==> src/sv/md5_pkg.sv <==
`timescale 1ns / 1ps
// ----------------------------------------------------------------------------
// MD5 engine package
// Shared types, constants and round tables for the MD5 hash engine.
// ----------------------------------------------------------------------------
package md5_pkg;

    localparam int WORD_W = 32;

    // Initial chaining value words A, B, C, D.
    localparam logic [WORD_W-1:0] IV_A = 32'h67452301;
    localparam logic [WORD_W-1:0] IV_B = 32'hEFCDAB89;
    localparam logic [WORD_W-1:0] IV_C = 32'h98BADCFE;
    localparam logic [WORD_W-1:0] IV_D = 32'h10325476;

    // Padding marker byte and the block position where the length field starts.
    localparam logic [7:0] PAD_MARK      = 8'h80;
    localparam logic [5:0] LEN_START_POS = 6'd56;
    localparam logic [5:0] LAST_POS      = 6'd63;
    localparam logic [5:0] LAST_ROUND    = 6'd63;

    // Operands of the shared adder: op_a + rotl(op_b, rot).
    typedef struct packed {
        logic [WORD_W-1:0] op_a;
        logic [WORD_W-1:0] op_b;
        logic [4:0]        rot;
    } alu_req_t;

    // Additive constant of each round.
    function automatic logic [WORD_W-1:0] round_const(input logic [5:0] rnd);
        logic [WORD_W-1:0] k;
        unique case (rnd)
            6'd0:  k = 32'hd76aa478;  6'd1:  k = 32'he8c7b756;
            6'd2:  k = 32'h242070db;  6'd3:  k = 32'hc1bdceee;
            6'd4:  k = 32'hf57c0faf;  6'd5:  k = 32'h4787c62a;
            6'd6:  k = 32'ha8304613;  6'd7:  k = 32'hfd469501;
            6'd8:  k = 32'h698098d8;  6'd9:  k = 32'h8b44f7af;
            6'd10: k = 32'hffff5bb1;  6'd11: k = 32'h895cd7be;
            6'd12: k = 32'h6b901122;  6'd13: k = 32'hfd987193;
            6'd14: k = 32'ha679438e;  6'd15: k = 32'h49b40821;
            6'd16: k = 32'hf61e2562;  6'd17: k = 32'hc040b340;
            6'd18: k = 32'h265e5a51;  6'd19: k = 32'he9b6c7aa;
            6'd20: k = 32'hd62f105d;  6'd21: k = 32'h02441453;
            6'd22: k = 32'hd8a1e681;  6'd23: k = 32'he7d3fbc8;
            6'd24: k = 32'h21e1cde6;  6'd25: k = 32'hc33707d6;
            6'd26: k = 32'hf4d50d87;  6'd27: k = 32'h455a14ed;
            6'd28: k = 32'ha9e3e905;  6'd29: k = 32'hfcefa3f8;
            6'd30: k = 32'h676f02d9;  6'd31: k = 32'h8d2a4c8a;
            6'd32: k = 32'hfffa3942;  6'd33: k = 32'h8771f681;
            6'd34: k = 32'h6d9d6122;  6'd35: k = 32'hfde5380c;
            6'd36: k = 32'ha4beea44;  6'd37: k = 32'h4bdecfa9;
            6'd38: k = 32'hf6bb4b60;  6'd39: k = 32'hbebfbc70;
            6'd40: k = 32'h289b7ec6;  6'd41: k = 32'heaa127fa;
            6'd42: k = 32'hd4ef3085;  6'd43: k = 32'h04881d05;
            6'd44: k = 32'hd9d4d039;  6'd45: k = 32'he6db99e5;
            6'd46: k = 32'h1fa27cf8;  6'd47: k = 32'hc4ac5665;
            6'd48: k = 32'hf4292244;  6'd49: k = 32'h432aff97;
            6'd50: k = 32'hab9423a7;  6'd51: k = 32'hfc93a039;
            6'd52: k = 32'h655b59c3;  6'd53: k = 32'h8f0ccc92;
            6'd54: k = 32'hffeff47d;  6'd55: k = 32'h85845dd1;
            6'd56: k = 32'h6fa87e4f;  6'd57: k = 32'hfe2ce6e0;
            6'd58: k = 32'ha3014314;  6'd59: k = 32'h4e0811a1;
            6'd60: k = 32'hf7537e82;  6'd61: k = 32'hbd3af235;
            6'd62: k = 32'h2ad7d2bb;  6'd63: k = 32'heb86d391;
        endcase
        return k;
    endfunction

    // Left rotation amount, chosen by stage and by the round within a group of four.
    function automatic logic [4:0] rot_amount(input logic [5:0] rnd);
        logic [4:0] s;
        unique case ({rnd[5:4], rnd[1:0]})
            4'd0:  s = 5'd7;   4'd1:  s = 5'd12;  4'd2:  s = 5'd17;  4'd3:  s = 5'd22;
            4'd4:  s = 5'd5;   4'd5:  s = 5'd9;   4'd6:  s = 5'd14;  4'd7:  s = 5'd20;
            4'd8:  s = 5'd4;   4'd9:  s = 5'd11;  4'd10: s = 5'd16;  4'd11: s = 5'd23;
            4'd12: s = 5'd6;   4'd13: s = 5'd10;  4'd14: s = 5'd15;  4'd15: s = 5'd21;
        endcase
        return s;
    endfunction

    // Index of the message word that a round consumes.
    function automatic logic [3:0] msg_index(input logic [5:0] rnd);
        logic [3:0] r;
        logic [3:0] g;
        r = rnd[3:0];
        unique case (rnd[5:4])
            2'd0: g = r;
            2'd1: g = 4'({r, 2'b00} + r + 4'd1);
            2'd2: g = 4'({r, 1'b0} + r + 4'd5);
            2'd3: g = 4'({r, 3'b000} - r);
        endcase
        return g;
    endfunction

    // Nonlinear function of each stage.
    function automatic logic [WORD_W-1:0] round_f(
        input logic [1:0]        stage,
        input logic [WORD_W-1:0] b,
        input logic [WORD_W-1:0] c,
        input logic [WORD_W-1:0] d
    );
        logic [WORD_W-1:0] f;
        unique case (stage)
            2'd0: f = (b & c) | (~b & d);
            2'd1: f = (b & d) | (c & ~d);
            2'd2: f = b ^ c ^ d;
            2'd3: f = c ^ (b | ~d);
        endcase
        return f;
    endfunction

endpackage

==> src/sv/md5_in_if.sv <==
`timescale 1ns / 1ps
// ----------------------------------------------------------------------------
// MD5 input channel
// Valid/ready channel that carries one message byte item.
// ----------------------------------------------------------------------------
interface md5_in_if;

    logic       valid;
    logic       ready;
    logic [7:0] data_byte;
    logic       byte_valid;
    logic       end_of_message;

    modport source (
        output valid,
        output data_byte,
        output byte_valid,
        output end_of_message,
        input  ready
    );

    modport sink (
        input  valid,
        input  data_byte,
        input  byte_valid,
        input  end_of_message,
        output ready
    );

endinterface

==> src/sv/md5_out_if.sv <==
`timescale 1ns / 1ps
// ----------------------------------------------------------------------------
// MD5 output channel
// Valid/ready channel that carries one digest word item.
// ----------------------------------------------------------------------------
interface md5_out_if;

    logic                        valid;
    logic                        ready;
    logic [md5_pkg::WORD_W-1:0]  digest_word;
    logic [1:0]                  word_index;
    logic                        last_word;

    modport source (
        output valid,
        output digest_word,
        output word_index,
        output last_word,
        input  ready
    );

    modport sink (
        input  valid,
        input  digest_word,
        input  word_index,
        input  last_word,
        output ready
    );

endinterface

==> src/sv/md5_hash_engine_unit.sv <==
`timescale 1ns / 1ps
// ----------------------------------------------------------------------------
// MD5 hash engine
// A byte item that completes a block starts a block compression: 64 rounds
// on the shared adder, then an update of the four chaining value words.
// An end item adds padding, one or two compressions, then four digest
// word items. Reset loads the initial vector and clears counts.
// ----------------------------------------------------------------------------
module md5_hash_engine_unit (
    input  logic        clk,
    input  logic        rst_n,
    md5_in_if.sink      in_ch,
    md5_out_if.source   out_ch
);

    typedef enum logic [4:0] {
        S_IDLE = 5'b00001,
        S_PAD  = 5'b00010,
        S_RND  = 5'b00100,
        S_FIN  = 5'b01000,
        S_OUT  = 5'b10000
    } state_t;

    state_t                        state_reg;
    logic [md5_pkg::WORD_W-1:0]    cv_reg [4];
    logic [md5_pkg::WORD_W-1:0]    a_reg, b_reg, c_reg, d_reg;
    logic [md5_pkg::WORD_W-1:0]    acc_reg;
    logic [md5_pkg::WORD_W-1:0]    w_reg;
    logic [5:0]                    rnd_reg;
    logic [1:0]                    phase_reg;
    logic [1:0]                    idx_reg;
    logic [5:0]                    fill_reg;
    logic [60:0]                   bytes_reg;
    logic                          mark_done_reg;
    logic                          len_active_reg;
    logic                          finish_reg;
    logic                          eom_reg;

    logic [md5_pkg::WORD_W-1:0]    blk_mem [16];

    logic                          in_fire;
    logic                          out_fire;
    logic                          mem_we;
    logic [7:0]                    mem_wbyte;
    logic [63:0]                   len_bits;
    logic                          len_byte;
    logic [7:0]                    pad_byte;
    logic [md5_pkg::WORD_W-1:0]    work_sel;
    md5_pkg::alu_req_t             alu_req;
    logic [md5_pkg::WORD_W-1:0]    alu_sum;

    assign in_fire  = in_ch.valid & in_ch.ready;
    assign out_fire = out_ch.valid & out_ch.ready;

    // Handshake and digest word output.
    assign in_ch.ready        = (state_reg == S_IDLE);
    assign out_ch.valid       = (state_reg == S_OUT);
    assign out_ch.digest_word = cv_reg[idx_reg];
    assign out_ch.word_index  = idx_reg;
    assign out_ch.last_word   = (idx_reg == 2'd3);

    // Padding byte: marker first, then zeros, then the little-endian bit length.
    always_comb
    begin
        len_bits = {bytes_reg, 3'b000};
        len_byte = mark_done_reg & (len_active_reg | (fill_reg == md5_pkg::LEN_START_POS));
        if (!mark_done_reg)
        begin
            pad_byte = md5_pkg::PAD_MARK;
        end
        else if (len_byte)
        begin
            pad_byte = len_bits[{fill_reg[2:0], 3'b000} +: 8];
        end
        else
        begin
            pad_byte = 8'h00;
        end
    end

    // Block store write port.
    always_comb
    begin
        mem_we    = 1'b0;
        mem_wbyte = in_ch.data_byte;
        if (state_reg == S_IDLE)
        begin
            mem_we = in_fire & in_ch.byte_valid;
        end
        else if (state_reg == S_PAD)
        begin
            mem_we    = 1'b1;
            mem_wbyte = pad_byte;
        end
    end

    // Block store: byte writes, one registered word read for the round in progress.
    always_ff @(posedge clk)
    begin
        if (mem_we)
        begin
            blk_mem[fill_reg[5:2]][{fill_reg[1:0], 3'b000} +: 8] <= mem_wbyte;
        end
        w_reg <= blk_mem[md5_pkg::msg_index(rnd_reg)];
    end

    // Working word that the chaining value update adds in.
    always_comb
    begin
        unique case (idx_reg)
            2'd0: work_sel = a_reg;
            2'd1: work_sel = b_reg;
            2'd2: work_sel = c_reg;
            2'd3: work_sel = d_reg;
        endcase
    end

    // Operand selection for the shared adder.
    always_comb
    begin
        alu_req.op_a = cv_reg[idx_reg];
        alu_req.op_b = work_sel;
        alu_req.rot  = 5'd0;
        if (state_reg == S_RND)
        begin
            unique case (phase_reg)
                2'd0:
                begin
                    alu_req.op_a = a_reg;
                    alu_req.op_b = md5_pkg::round_const(rnd_reg);
                end
                2'd1:
                begin
                    alu_req.op_a = acc_reg;
                    alu_req.op_b = w_reg;
                end
                2'd2:
                begin
                    alu_req.op_a = acc_reg;
                    alu_req.op_b = md5_pkg::round_f(rnd_reg[5:4], b_reg, c_reg, d_reg);
                end
                2'd3:
                begin
                    alu_req.op_a = b_reg;
                    alu_req.op_b = acc_reg;
                    alu_req.rot  = md5_pkg::rot_amount(rnd_reg);
                end
            endcase
        end
    end

    md5_alu u_alu (
        .req (alu_req),
        .sum (alu_sum)
    );

    // Sequencer: absorb bytes, pad, run rounds, update and emit the digest.
    always_ff @(posedge clk or negedge rst_n)
    begin
        if (!rst_n)
        begin
            state_reg      <= S_IDLE;
            cv_reg[0]      <= md5_pkg::IV_A;
            cv_reg[1]      <= md5_pkg::IV_B;
            cv_reg[2]      <= md5_pkg::IV_C;
            cv_reg[3]      <= md5_pkg::IV_D;
            rnd_reg        <= '0;
            phase_reg      <= '0;
            idx_reg        <= '0;
            fill_reg       <= '0;
            bytes_reg      <= '0;
            mark_done_reg  <= 1'b0;
            len_active_reg <= 1'b0;
            finish_reg     <= 1'b0;
            eom_reg        <= 1'b0;
        end
        else
        begin
            unique case (state_reg)
                S_IDLE:
                begin
                    if (in_fire)
                    begin
                        eom_reg <= in_ch.end_of_message;
                        if (in_ch.byte_valid)
                        begin
                            fill_reg  <= fill_reg + 6'd1;
                            bytes_reg <= bytes_reg + 61'd1;
                        end
                        if (in_ch.byte_valid && (fill_reg == md5_pkg::LAST_POS))
                        begin
                            state_reg <= S_RND;
                            rnd_reg   <= '0;
                            phase_reg <= '0;
                            a_reg     <= cv_reg[0];
                            b_reg     <= cv_reg[1];
                            c_reg     <= cv_reg[2];
                            d_reg     <= cv_reg[3];
                        end
                        else if (in_ch.end_of_message)
                        begin
                            state_reg <= S_PAD;
                        end
                    end
                end
                S_PAD:
                begin
                    fill_reg      <= fill_reg + 6'd1;
                    mark_done_reg <= 1'b1;
                    if (len_byte)
                    begin
                        len_active_reg <= 1'b1;
                    end
                    if (fill_reg == md5_pkg::LAST_POS)
                    begin
                        finish_reg <= len_byte;
                        state_reg  <= S_RND;
                        rnd_reg    <= '0;
                        phase_reg  <= '0;
                        a_reg      <= cv_reg[0];
                        b_reg      <= cv_reg[1];
                        c_reg      <= cv_reg[2];
                        d_reg      <= cv_reg[3];
                    end
                end
                S_RND:
                begin
                    phase_reg <= phase_reg + 2'd1;
                    if (phase_reg == 2'd3)
                    begin
                        a_reg   <= d_reg;
                        d_reg   <= c_reg;
                        c_reg   <= b_reg;
                        b_reg   <= alu_sum;
                        rnd_reg <= rnd_reg + 6'd1;
                        if (rnd_reg == md5_pkg::LAST_ROUND)
                        begin
                            state_reg <= S_FIN;
                            idx_reg   <= '0;
                        end
                    end
                    else
                    begin
                        acc_reg <= alu_sum;
                    end
                end
                S_FIN:
                begin
                    cv_reg[idx_reg] <= alu_sum;
                    idx_reg         <= idx_reg + 2'd1;
                    if (idx_reg == 2'd3)
                    begin
                        if (finish_reg)
                        begin
                            state_reg <= S_OUT;
                        end
                        else if (eom_reg)
                        begin
                            state_reg <= S_PAD;
                        end
                        else
                        begin
                            state_reg <= S_IDLE;
                        end
                    end
                end
                S_OUT:
                begin
                    if (out_fire)
                    begin
                        idx_reg <= idx_reg + 2'd1;
                        if (idx_reg == 2'd3)
                        begin
                            // Re-initialize for the next message.
                            state_reg      <= S_IDLE;
                            cv_reg[0]      <= md5_pkg::IV_A;
                            cv_reg[1]      <= md5_pkg::IV_B;
                            cv_reg[2]      <= md5_pkg::IV_C;
                            cv_reg[3]      <= md5_pkg::IV_D;
                            bytes_reg      <= '0;
                            mark_done_reg  <= 1'b0;
                            len_active_reg <= 1'b0;
                            finish_reg     <= 1'b0;
                            eom_reg        <= 1'b0;
                        end
                    end
                end
                default:
                begin
                    state_reg <= S_IDLE;
                end
            endcase
        end
    end

endmodule

==> src/sv/md5_alu.sv <==
`timescale 1ns / 1ps
// ----------------------------------------------------------------------------
// MD5 shared adder
// Computes op_a + rotl(op_b, rot); used for every addition of the rounds
// and of the chaining value update.
// ----------------------------------------------------------------------------
module md5_alu (
    input  md5_pkg::alu_req_t            req,
    output logic [md5_pkg::WORD_W-1:0]   sum
);

    logic [2*md5_pkg::WORD_W-1:0] dbl;
    logic [md5_pkg::WORD_W-1:0]   rotated;

    // Rotate left by shifting a doubled copy and keeping the upper half.
    always_comb
    begin
        dbl     = {req.op_b, req.op_b} << req.rot;
        rotated = dbl[2*md5_pkg::WORD_W-1:md5_pkg::WORD_W];
        sum     = req.op_a + rotated;
    end

endmodule

==> src/flat_wrapper.sv <==
// flat-port wrapper written by rule: the top's interface ports become plain ports
module md5_hash_engine_unit_flat 
  (clk, rst_n, in_ch_valid, in_ch_data_byte, in_ch_byte_valid, in_ch_end_of_message, in_ch_ready, out_ch_valid, out_ch_digest_word, out_ch_word_index, out_ch_last_word, out_ch_ready);
  md5_in_if in_ch_i ();
  md5_out_if out_ch_i ();
  input  logic clk;
  input  logic rst_n;
  input wire logic [$bits(in_ch_i.valid)-1:0] in_ch_valid;
  input wire logic [$bits(in_ch_i.data_byte)-1:0] in_ch_data_byte;
  input wire logic [$bits(in_ch_i.byte_valid)-1:0] in_ch_byte_valid;
  input wire logic [$bits(in_ch_i.end_of_message)-1:0] in_ch_end_of_message;
  output wire logic [$bits(in_ch_i.ready)-1:0] in_ch_ready;
  output wire logic [$bits(out_ch_i.valid)-1:0] out_ch_valid;
  output wire logic [$bits(out_ch_i.digest_word)-1:0] out_ch_digest_word;
  output wire logic [$bits(out_ch_i.word_index)-1:0] out_ch_word_index;
  output wire logic [$bits(out_ch_i.last_word)-1:0] out_ch_last_word;
  input wire logic [$bits(out_ch_i.ready)-1:0] out_ch_ready;
  assign in_ch_i.valid = in_ch_valid;
  assign in_ch_i.data_byte = in_ch_data_byte;
  assign in_ch_i.byte_valid = in_ch_byte_valid;
  assign in_ch_i.end_of_message = in_ch_end_of_message;
  assign in_ch_ready = in_ch_i.ready;
  assign out_ch_valid = out_ch_i.valid;
  assign out_ch_digest_word = out_ch_i.digest_word;
  assign out_ch_word_index = out_ch_i.word_index;
  assign out_ch_last_word = out_ch_i.last_word;
  assign out_ch_i.ready = out_ch_ready;
  md5_hash_engine_unit u_core (.clk(clk), .rst_n(rst_n), .in_ch(in_ch_i), .out_ch(out_ch_i));
endmodule
==> config.mk <==
export PLATFORM = sky130hd
export DESIGN_NAME = md5_hash_engine_unit_flat
export DESIGN_NICKNAME = d
export VERILOG_FILES = /design/src/sv/md5_pkg.sv /design/src/sv/md5_in_if.sv /design/src/sv/md5_out_if.sv /design/src/sv/md5_hash_engine_unit.sv /design/src/sv/md5_alu.sv /design/src/flat_wrapper.sv
export SDC_FILE = /design/constraint.sdc
export NUM_CORES = 2
export LEC_CHECK = 0
export ABC_AREA = 1
export BUFFER_PORTS_ARGS = -buffer_cell sky130_fd_sc_hd__buf_2
export CORE_MARGIN = 2
export CORE_UTILIZATION = 40
export DETAILED_ROUTE_END_ITERATION = 6
export GPL_TIMING_DRIVEN = 0
export MAX_ROUTING_LAYER = met4
export SYNTH_ARGS = -nofsm -noshare
export SYNTH_HDL_FRONTEND = slang
export SYNTH_SLANG_ARGS = --single-unit
==> constraint.sdc <==
create_clock -name clk -period 7.7 [get_ports clk]
set_input_delay 1.54 -clock clk [delete_from_list [all_inputs] [get_ports clk]]
set_output_delay 1.54 -clock clk [all_outputs]
set_load 0.01 [all_outputs]
* Yosys cells after proc, flatten, opt, wreduce, memory -nomap -nowiden *
Memory sizes are Yosys's and may differ from the RTL's. A register that Yosys moved wholly into a read port is not among the register bits.
Cells that the tools add are included.

word-level totals
  flip-flop bits (word level) = 374
  RAM bits = 512
  memory bits (read-only) = 2128
  bits of input ports = 14
  output and inout bits = 37
  logic and storage cells = 196
  memories = 3

memory list
  name             words  width  read ports  clocked after memory_dff  write ports  line                        source
  (no name shown)  64     32     1           0                         0            md5_pkg.sv:32               unique case (rnd)
  u_core.blk_mem   16     32     1           1                         1            md5_hash_engine_unit.sv:39  logic [md5_pkg::WORD_W-1:0] blk_mem [16];
  (no name shown)  16     5      1           0                         0            md5_pkg.sv:72               unique case ({rnd[5:4], rnd[1:0]})

operators by class
  $add $sub $neg = 12
  order comparisons = 2
  eq/ne operators = 28
  shifts and indexed selects = 4
  muxes and demuxes = 85
  bitwise gates (word level) = 19
  reduce and logical (&&, ||, !) cells = 24

operators by type and width
  cell                    count
  $mux 32                 20
  $pmux 32 s3             4
  $mux 128                2
  $pmux 128 s2            1
  $pmux 32 s4             2
  $pmux 64 s4             1
  $mux 61                 4
  $and 32x32->32          4
  $bwmux 128              1
  $pmux 61 s2             1
  $or 32x32->32           3
  $xor 32x32->32          3
  $mux 69                 1
  $bmux 32 s2             1
  $demux 32 s2            1
  $not 32->32             2
  $shiftx 64x7->8         1
  $shl 64x5->64           1
  $add 61x1->61 const B   1
  $mux 5                  11
  $mux 6                  6
  $add 32x32->32          1
  $mux 8                  4
  $shift 8x7->32 const A  1
  42 further kinds        97

* Depth between registers and ports, before layout *
  word-level depth = 10
  depth in mapped cells = 43
  depth with buffers taken out = 41

* Modules after synthesis *
Synthesis repeated with hierarchy kept, for this count alone.

unflattened totals
  cell total of the unflattened synthesis = 6924
  area total of the unflattened synthesis = 53732.8 µm²

by module, submodules not included
  module                instances  cells each  area an instance (µm²)  seq. area each (µm²)
  md5_hash_engine_unit  1          6178        49885.3                 26256.4
  md5_alu               1          746         3847.4                  0.0

* Worst setup path before layout *
Ideal clock, no wire load.

  path kind = in2reg
  from = in in_ch_valid
  to = reg u_core.a_reg[0] (netlist name) (enable)
  data arrival time = 7.455 ns
  slack = -0.371 ns
  cell stages on the path = 6
  buffers on the path = 0
  path through = nor2_1 > nor2_1 > nand3_1 > nor2_1 > inv_1 > nor2_1

between the ends
  cells in the longest elaborated chain, start to end = 3

RTL lines
  what                        line                         source
  start, declared             flat_wrapper.sv:8            input wire logic [$bits(in_ch_i.valid)-1:0] in_ch_valid;
  $and 1x1->1                 md5_hash_engine_unit.sv:52   assign in_fire = in_ch.valid & in_ch.ready;
  $ne 2x2->1 (no line)        n/a
  $reduce_and 6->1 (no line)  n/a
  end signal, assigned        md5_hash_engine_unit.sv:195  a_reg <= cv_reg[0];
  end signal, assigned        md5_hash_engine_unit.sv:220  a_reg <= cv_reg[0];
  end signal, assigned        md5_hash_engine_unit.sv:231  a_reg <= d_reg;
  end, declared               md5_hash_engine_unit.sv:26   logic [md5_pkg::WORD_W-1:0] a_reg, b_reg, c_reg, d_reg;

Every way passes these cells.
A chain may end at the register's enable or synchronous reset.

* Worst setup path in the final report *
  from = reg u_core.idx_reg[0], in the netlist u_core.out_ch.word_index[0]
  to = reg u_core.acc_reg[27] (netlist name) (data pin)

between the ends
  cells in the longest elaborated chain, start to end = 6
  elaborated cells on any way between the ends = 12

RTL lines
  what                                        line                         source
  start, declared                             md5_hash_engine_unit.sv:31   logic [1:0] idx_reg;
  start signal, assigned                      md5_hash_engine_unit.sv:250  idx_reg <= idx_reg + 2'd1;
  start signal, assigned                      md5_hash_engine_unit.sv:271  idx_reg <= idx_reg + 2'd1;
  $not 2->3 (not written as such)             md5_hash_engine_unit.sv:121  alu_req.op_a = cv_reg[idx_reg];
  $bmux 32 s2                                 md5_hash_engine_unit.sv:121
  $mux 32 (not written as such) (2 in a row)  md5_hash_engine_unit.sv:121
  $mux 69 (*)                                 md5_hash_engine_unit.sv:124  if (state_reg == S_RND)
  $add 32x32->32 (*)                          md5_alu.sv:20                sum = req.op_a + rotated;
  via u_core.alu_sum (one bit)                md5_hash_engine_unit.sv:50   logic [md5_pkg::WORD_W-1:0] alu_sum;
  end signal, assigned                        md5_hash_engine_unit.sv:244  acc_reg <= alu_sum;
  end, declared                               md5_hash_engine_unit.sv:27   logic [md5_pkg::WORD_W-1:0] acc_reg;

Mark *: on every way through the listed nets, which the timed path passes. The rest lies on a longest branch. The select of a mux whose other input is x is not followed.

==> flow_metrics.tcl <==
set metrics [dict create \
    status "complete, no violations" \
    wl_met2_um 105000 \
    min_path_type "flop to flop" \
    async_flop_share_pct 23.3 \
    maxCapViolCount 0 \
    hold_slack_ns 0.499 \
    vias 48800 \
    crit_top_cell "nand2_1" \
    p_leak_nw 22.5 \
    worstSetupPathType "flop to flop" \
    drv_slew 0 \
    path_buf_inv 5 \
    clockBufferDepth 3 \
    worstPathRequired_ns 8.15 \
    largest_register_ffs 512 \
    ys_seq_elements 918 \
    irDropWorstVdd_uv 525 \
    antenna_found_initial 8 \
    core_area_um2 125000 \
    synthesis.area_um2 50400 \
    wl_met1_um 88900 \
    syn_area_per_cell_um2 8.45 \
    powerDensity_nw_per_um2 539 \
    critical_path_depth 31 \
    synth-seq-area-share_pct 52.1 \
    gp_congestion 1.07 \
    ff2ff_setup_slack_ns 0.33 \
    clock_tree.root_cell "clkbuf_16" \
    port_buffers 50 \
    r2r-start "u_core.out_ch.word_index[0]" \
    syn_to_final_growth_pct 12.2 \
    path_clk_slew_ns 0.06 \
    rsz0062_at_grt "false" \
    routed_wl_um 239000 \
    grt_overflow_total 0 \
    reg2regPathDepth 31 \
    first_iter_violations 7153 \
    placementRows 130 \
    ys_warn_count 0 \
    timing.final.crit_share_pct 95.7 \
    cp_slowest_stage_delay_ns 0.51 \
    grt_pass1_wl_um 334000 \
    max_freq_ghz 0.136 \
    grt_pass1_vias 45400 \
    via_per_inst 6.20 \
    relSlewSlack_pct 6.90 \
    seq_area_um2 26300 \
    dr.pass1.iters 7 \
    cp-end-kind "flop" \
    ant_nets 0 \
    grt_max_degree 99 \
    drive_gt1_share_pct 8.29 \
    hold_viol_final 0 \
    track_usage_pct 37.2 \
    slowest_stage "dfrtp_2" \
    io_pins 51 \
    postLayoutCoreUtil_pct 45.1 \
    fin_nets 6218 \
    hold_path_startpoint "u_core.state_reg[0]" \
    routed.top_layer "met4" \
    dieArea_um2 129000 \
    hold_end "u_core.state_reg[0]" \
    syn_nets 6046 \
    hold_depth 2 \
    cts_made_buffers 96 \
    reg2reg_to "u_core.acc_reg[27]" \
    finClkSkew_ns 0.0443 \
    crit_fanout 12 \
    place_hpwl_um 181000 \
    ys_types 63 \
    clock_sinks 918 \
    cp-start-kind "flop" \
    drc 0 \
    dr_wl_met3_um 26000 \
    ctsHoldBuffers 0 \
    die_height_um 359 \
    insertion_delay_ns 0.75 \
    die_w_um 359 \
    synth_edf_count 672 \
    start_util_pct 40.2 \
    cts_tree "built" \
    worstPathArrival_ns 7.82 \
    synthesis.instances 5962 \
    setup_viol 0 \
    htree_levels 3 \
    wl_per_cell_um 30.4 \
    crit_family "compound AO/OA/AOI/OAI gates" \
    finalSetupTns_ns 0 \
    fill_cells 12500 \
    synthFlopType "edfxtp_1" \
    worst_pin_slew_ns 1.39 \
    fin_crit_ns 7.37 \
    multi_input_area_um2 21100 \
]
layout make-up:
type	instances	share of cell area [%]
multi-input combinational	4197	37.3
timing repair buffer	76	1.10
clock inverter	45	0.832
sequential	918	46.5
inverter	505	3.38
antenna	5	0.0221
tap	1650	3.65
buffer	340	2.52
clock buffer	133	4.76
per-layer routing:
metal | vias up | global-route usage, %
met5 | - | -
met4 | 0 | 24.4
met3 | 838 | 6.97
met2 | 3238 | 55.9
met1 | 23500 | 46.0
li1 | 21200 | -
worst register-to-register path: cells and delay by family (launching register included):
family                   cells  cell delay [ns]
buffers and inverters        5             1.33
AO/OA/AOI/OAI               12             2.84
adder cells (fa/ha/maj)      2             0.71
flip-flops                   1             0.51
AND/OR/NAND/NOR             12             1.72
what timing repair did:
| action | in CTS | in global routing |
|---|---|---|
| setup buffers | 2 | 6 |
| gates resized for setup | 31 | 46 |
| setup endpoints to repair | 134 | 102 |
| pin swaps | 1 | 1 |
cell usage after synthesis, drive strengths merged (4+ instances only):
cell type,n,area share [%]
inv,499,3.7
clkbuf,230,1.7
nand3,561,5.6
o21ai,589,5.9
nor3b,4,0.070
xor2,21,0.37
a22oi,13,0.19
o21a,14,0.21
a211oi,9,0.13
a21boi,4,0.060
o221ai,22,0.38
dfstp,65,3.4
o31ai,15,0.22
nand2,1249,9.3
o311ai,67,1.2
buf,112,1.1
o32ai,64,1.1
a221oi,46,0.80
ha,68,1.7
nand3b,6,0.089
nor3,68,0.76
xnor2,11,0.19
a31oi,19,0.24
nor2,809,6.2
edfxtp,672,40
dfrtp,149,7.4
dfxtp,32,1.3
or2,14,0.17
o211ai,86,1.3
nor4,11,0.17
o22ai,144,1.8
clkinv,6,0.045
a32o,4,0.080
a21oi,211,2.1
nand4,46,0.58
worst max-delay path by stage:
stage / endpoint / slack, ns / from
detailed placement: u_core.b_reg[25] / -1.44 / u_core.out_ch.word_index[0]
finish: u_core.acc_reg[27] / 0.33 / u_core.out_ch.word_index[0]
CTS: u_core.b_reg[18] / 0.05 / u_core.out_ch.word_index[0]
global route: u_core.b_reg[26] / 0.04 / u_core.out_ch.word_index[0]
floorplan: u_core.a_reg[0] / 1.79 / in_ch_valid
global placement: u_core.c_reg[2] / -4.39 / rst_n
kinds of logic after synthesis:
group,count (synthesis),synth area share [%]
buf+inv,847,6.54
flops,918,52.1
simple gates,2771,23.0
fa+ha+maj,70,1.77
xor+xnor,32,0.557
compound gates,1321,15.9
mux,3,0.0596
power breakdown:
| group | leakage (nW) | internal [W] | switching, W |
|---|---|---|---|
| logic | 12.1 | 0.00441 | 0.0134 |
| registers | 8.81 | 0.00695 | 0.000946 |
| clock network | 1.54 | 0.00269 | 0.00210 |
| total | 22.5 | 0.0141 | 0.0164 |
stage by stage:
stage / area (um^2) / setup WS, ns / power (W) / std cells
after floorplan: 50400 / 1.79 / 0.0162 / 5962
after global routing: 56500 / 0.0397 / 0.0313 / 7866
after CTS: 56300 / 0.0483 / 0.0290 / 7858
after detailed placement: 53000 / -1.44 / 0.0238 / 7679
after global placement: 52700 / -4.39 / 0.0238 / 7662
final: 56500 / 0.330 / 0.0305 / 7869
cell usage in the layout, fill, tap and decap left out, types with 14 or more instances in the layout:
cell          n
o21a_1       14
o311ai_0     67
nor2_1      784
o31ai_1      15
nor3_1       53
nand3_1     558
a21oi_1     205
o21ai_1      21
nand2_1    1235
ha_1         67
nand4_1      45
clkinv_1     14
nor2_2       19
o221ai_1     21
or2_2        14
clkinv_2     14
clkbuf_1    245
nor3_2       14
clkbuf_16    99
o211ai_1     86
buf_1        24
o22ai_1     144
inv_2        22
a31oi_1      17
buf_2       128
o32ai_1      64
a221oi_1     46
dfxtp_1      32
dfstp_2      65
inv_1       475
dfrtp_1     146
o21ai_0     558
edfxtp_1    672
No activity file was read; power rests on OpenSTA's default activity.
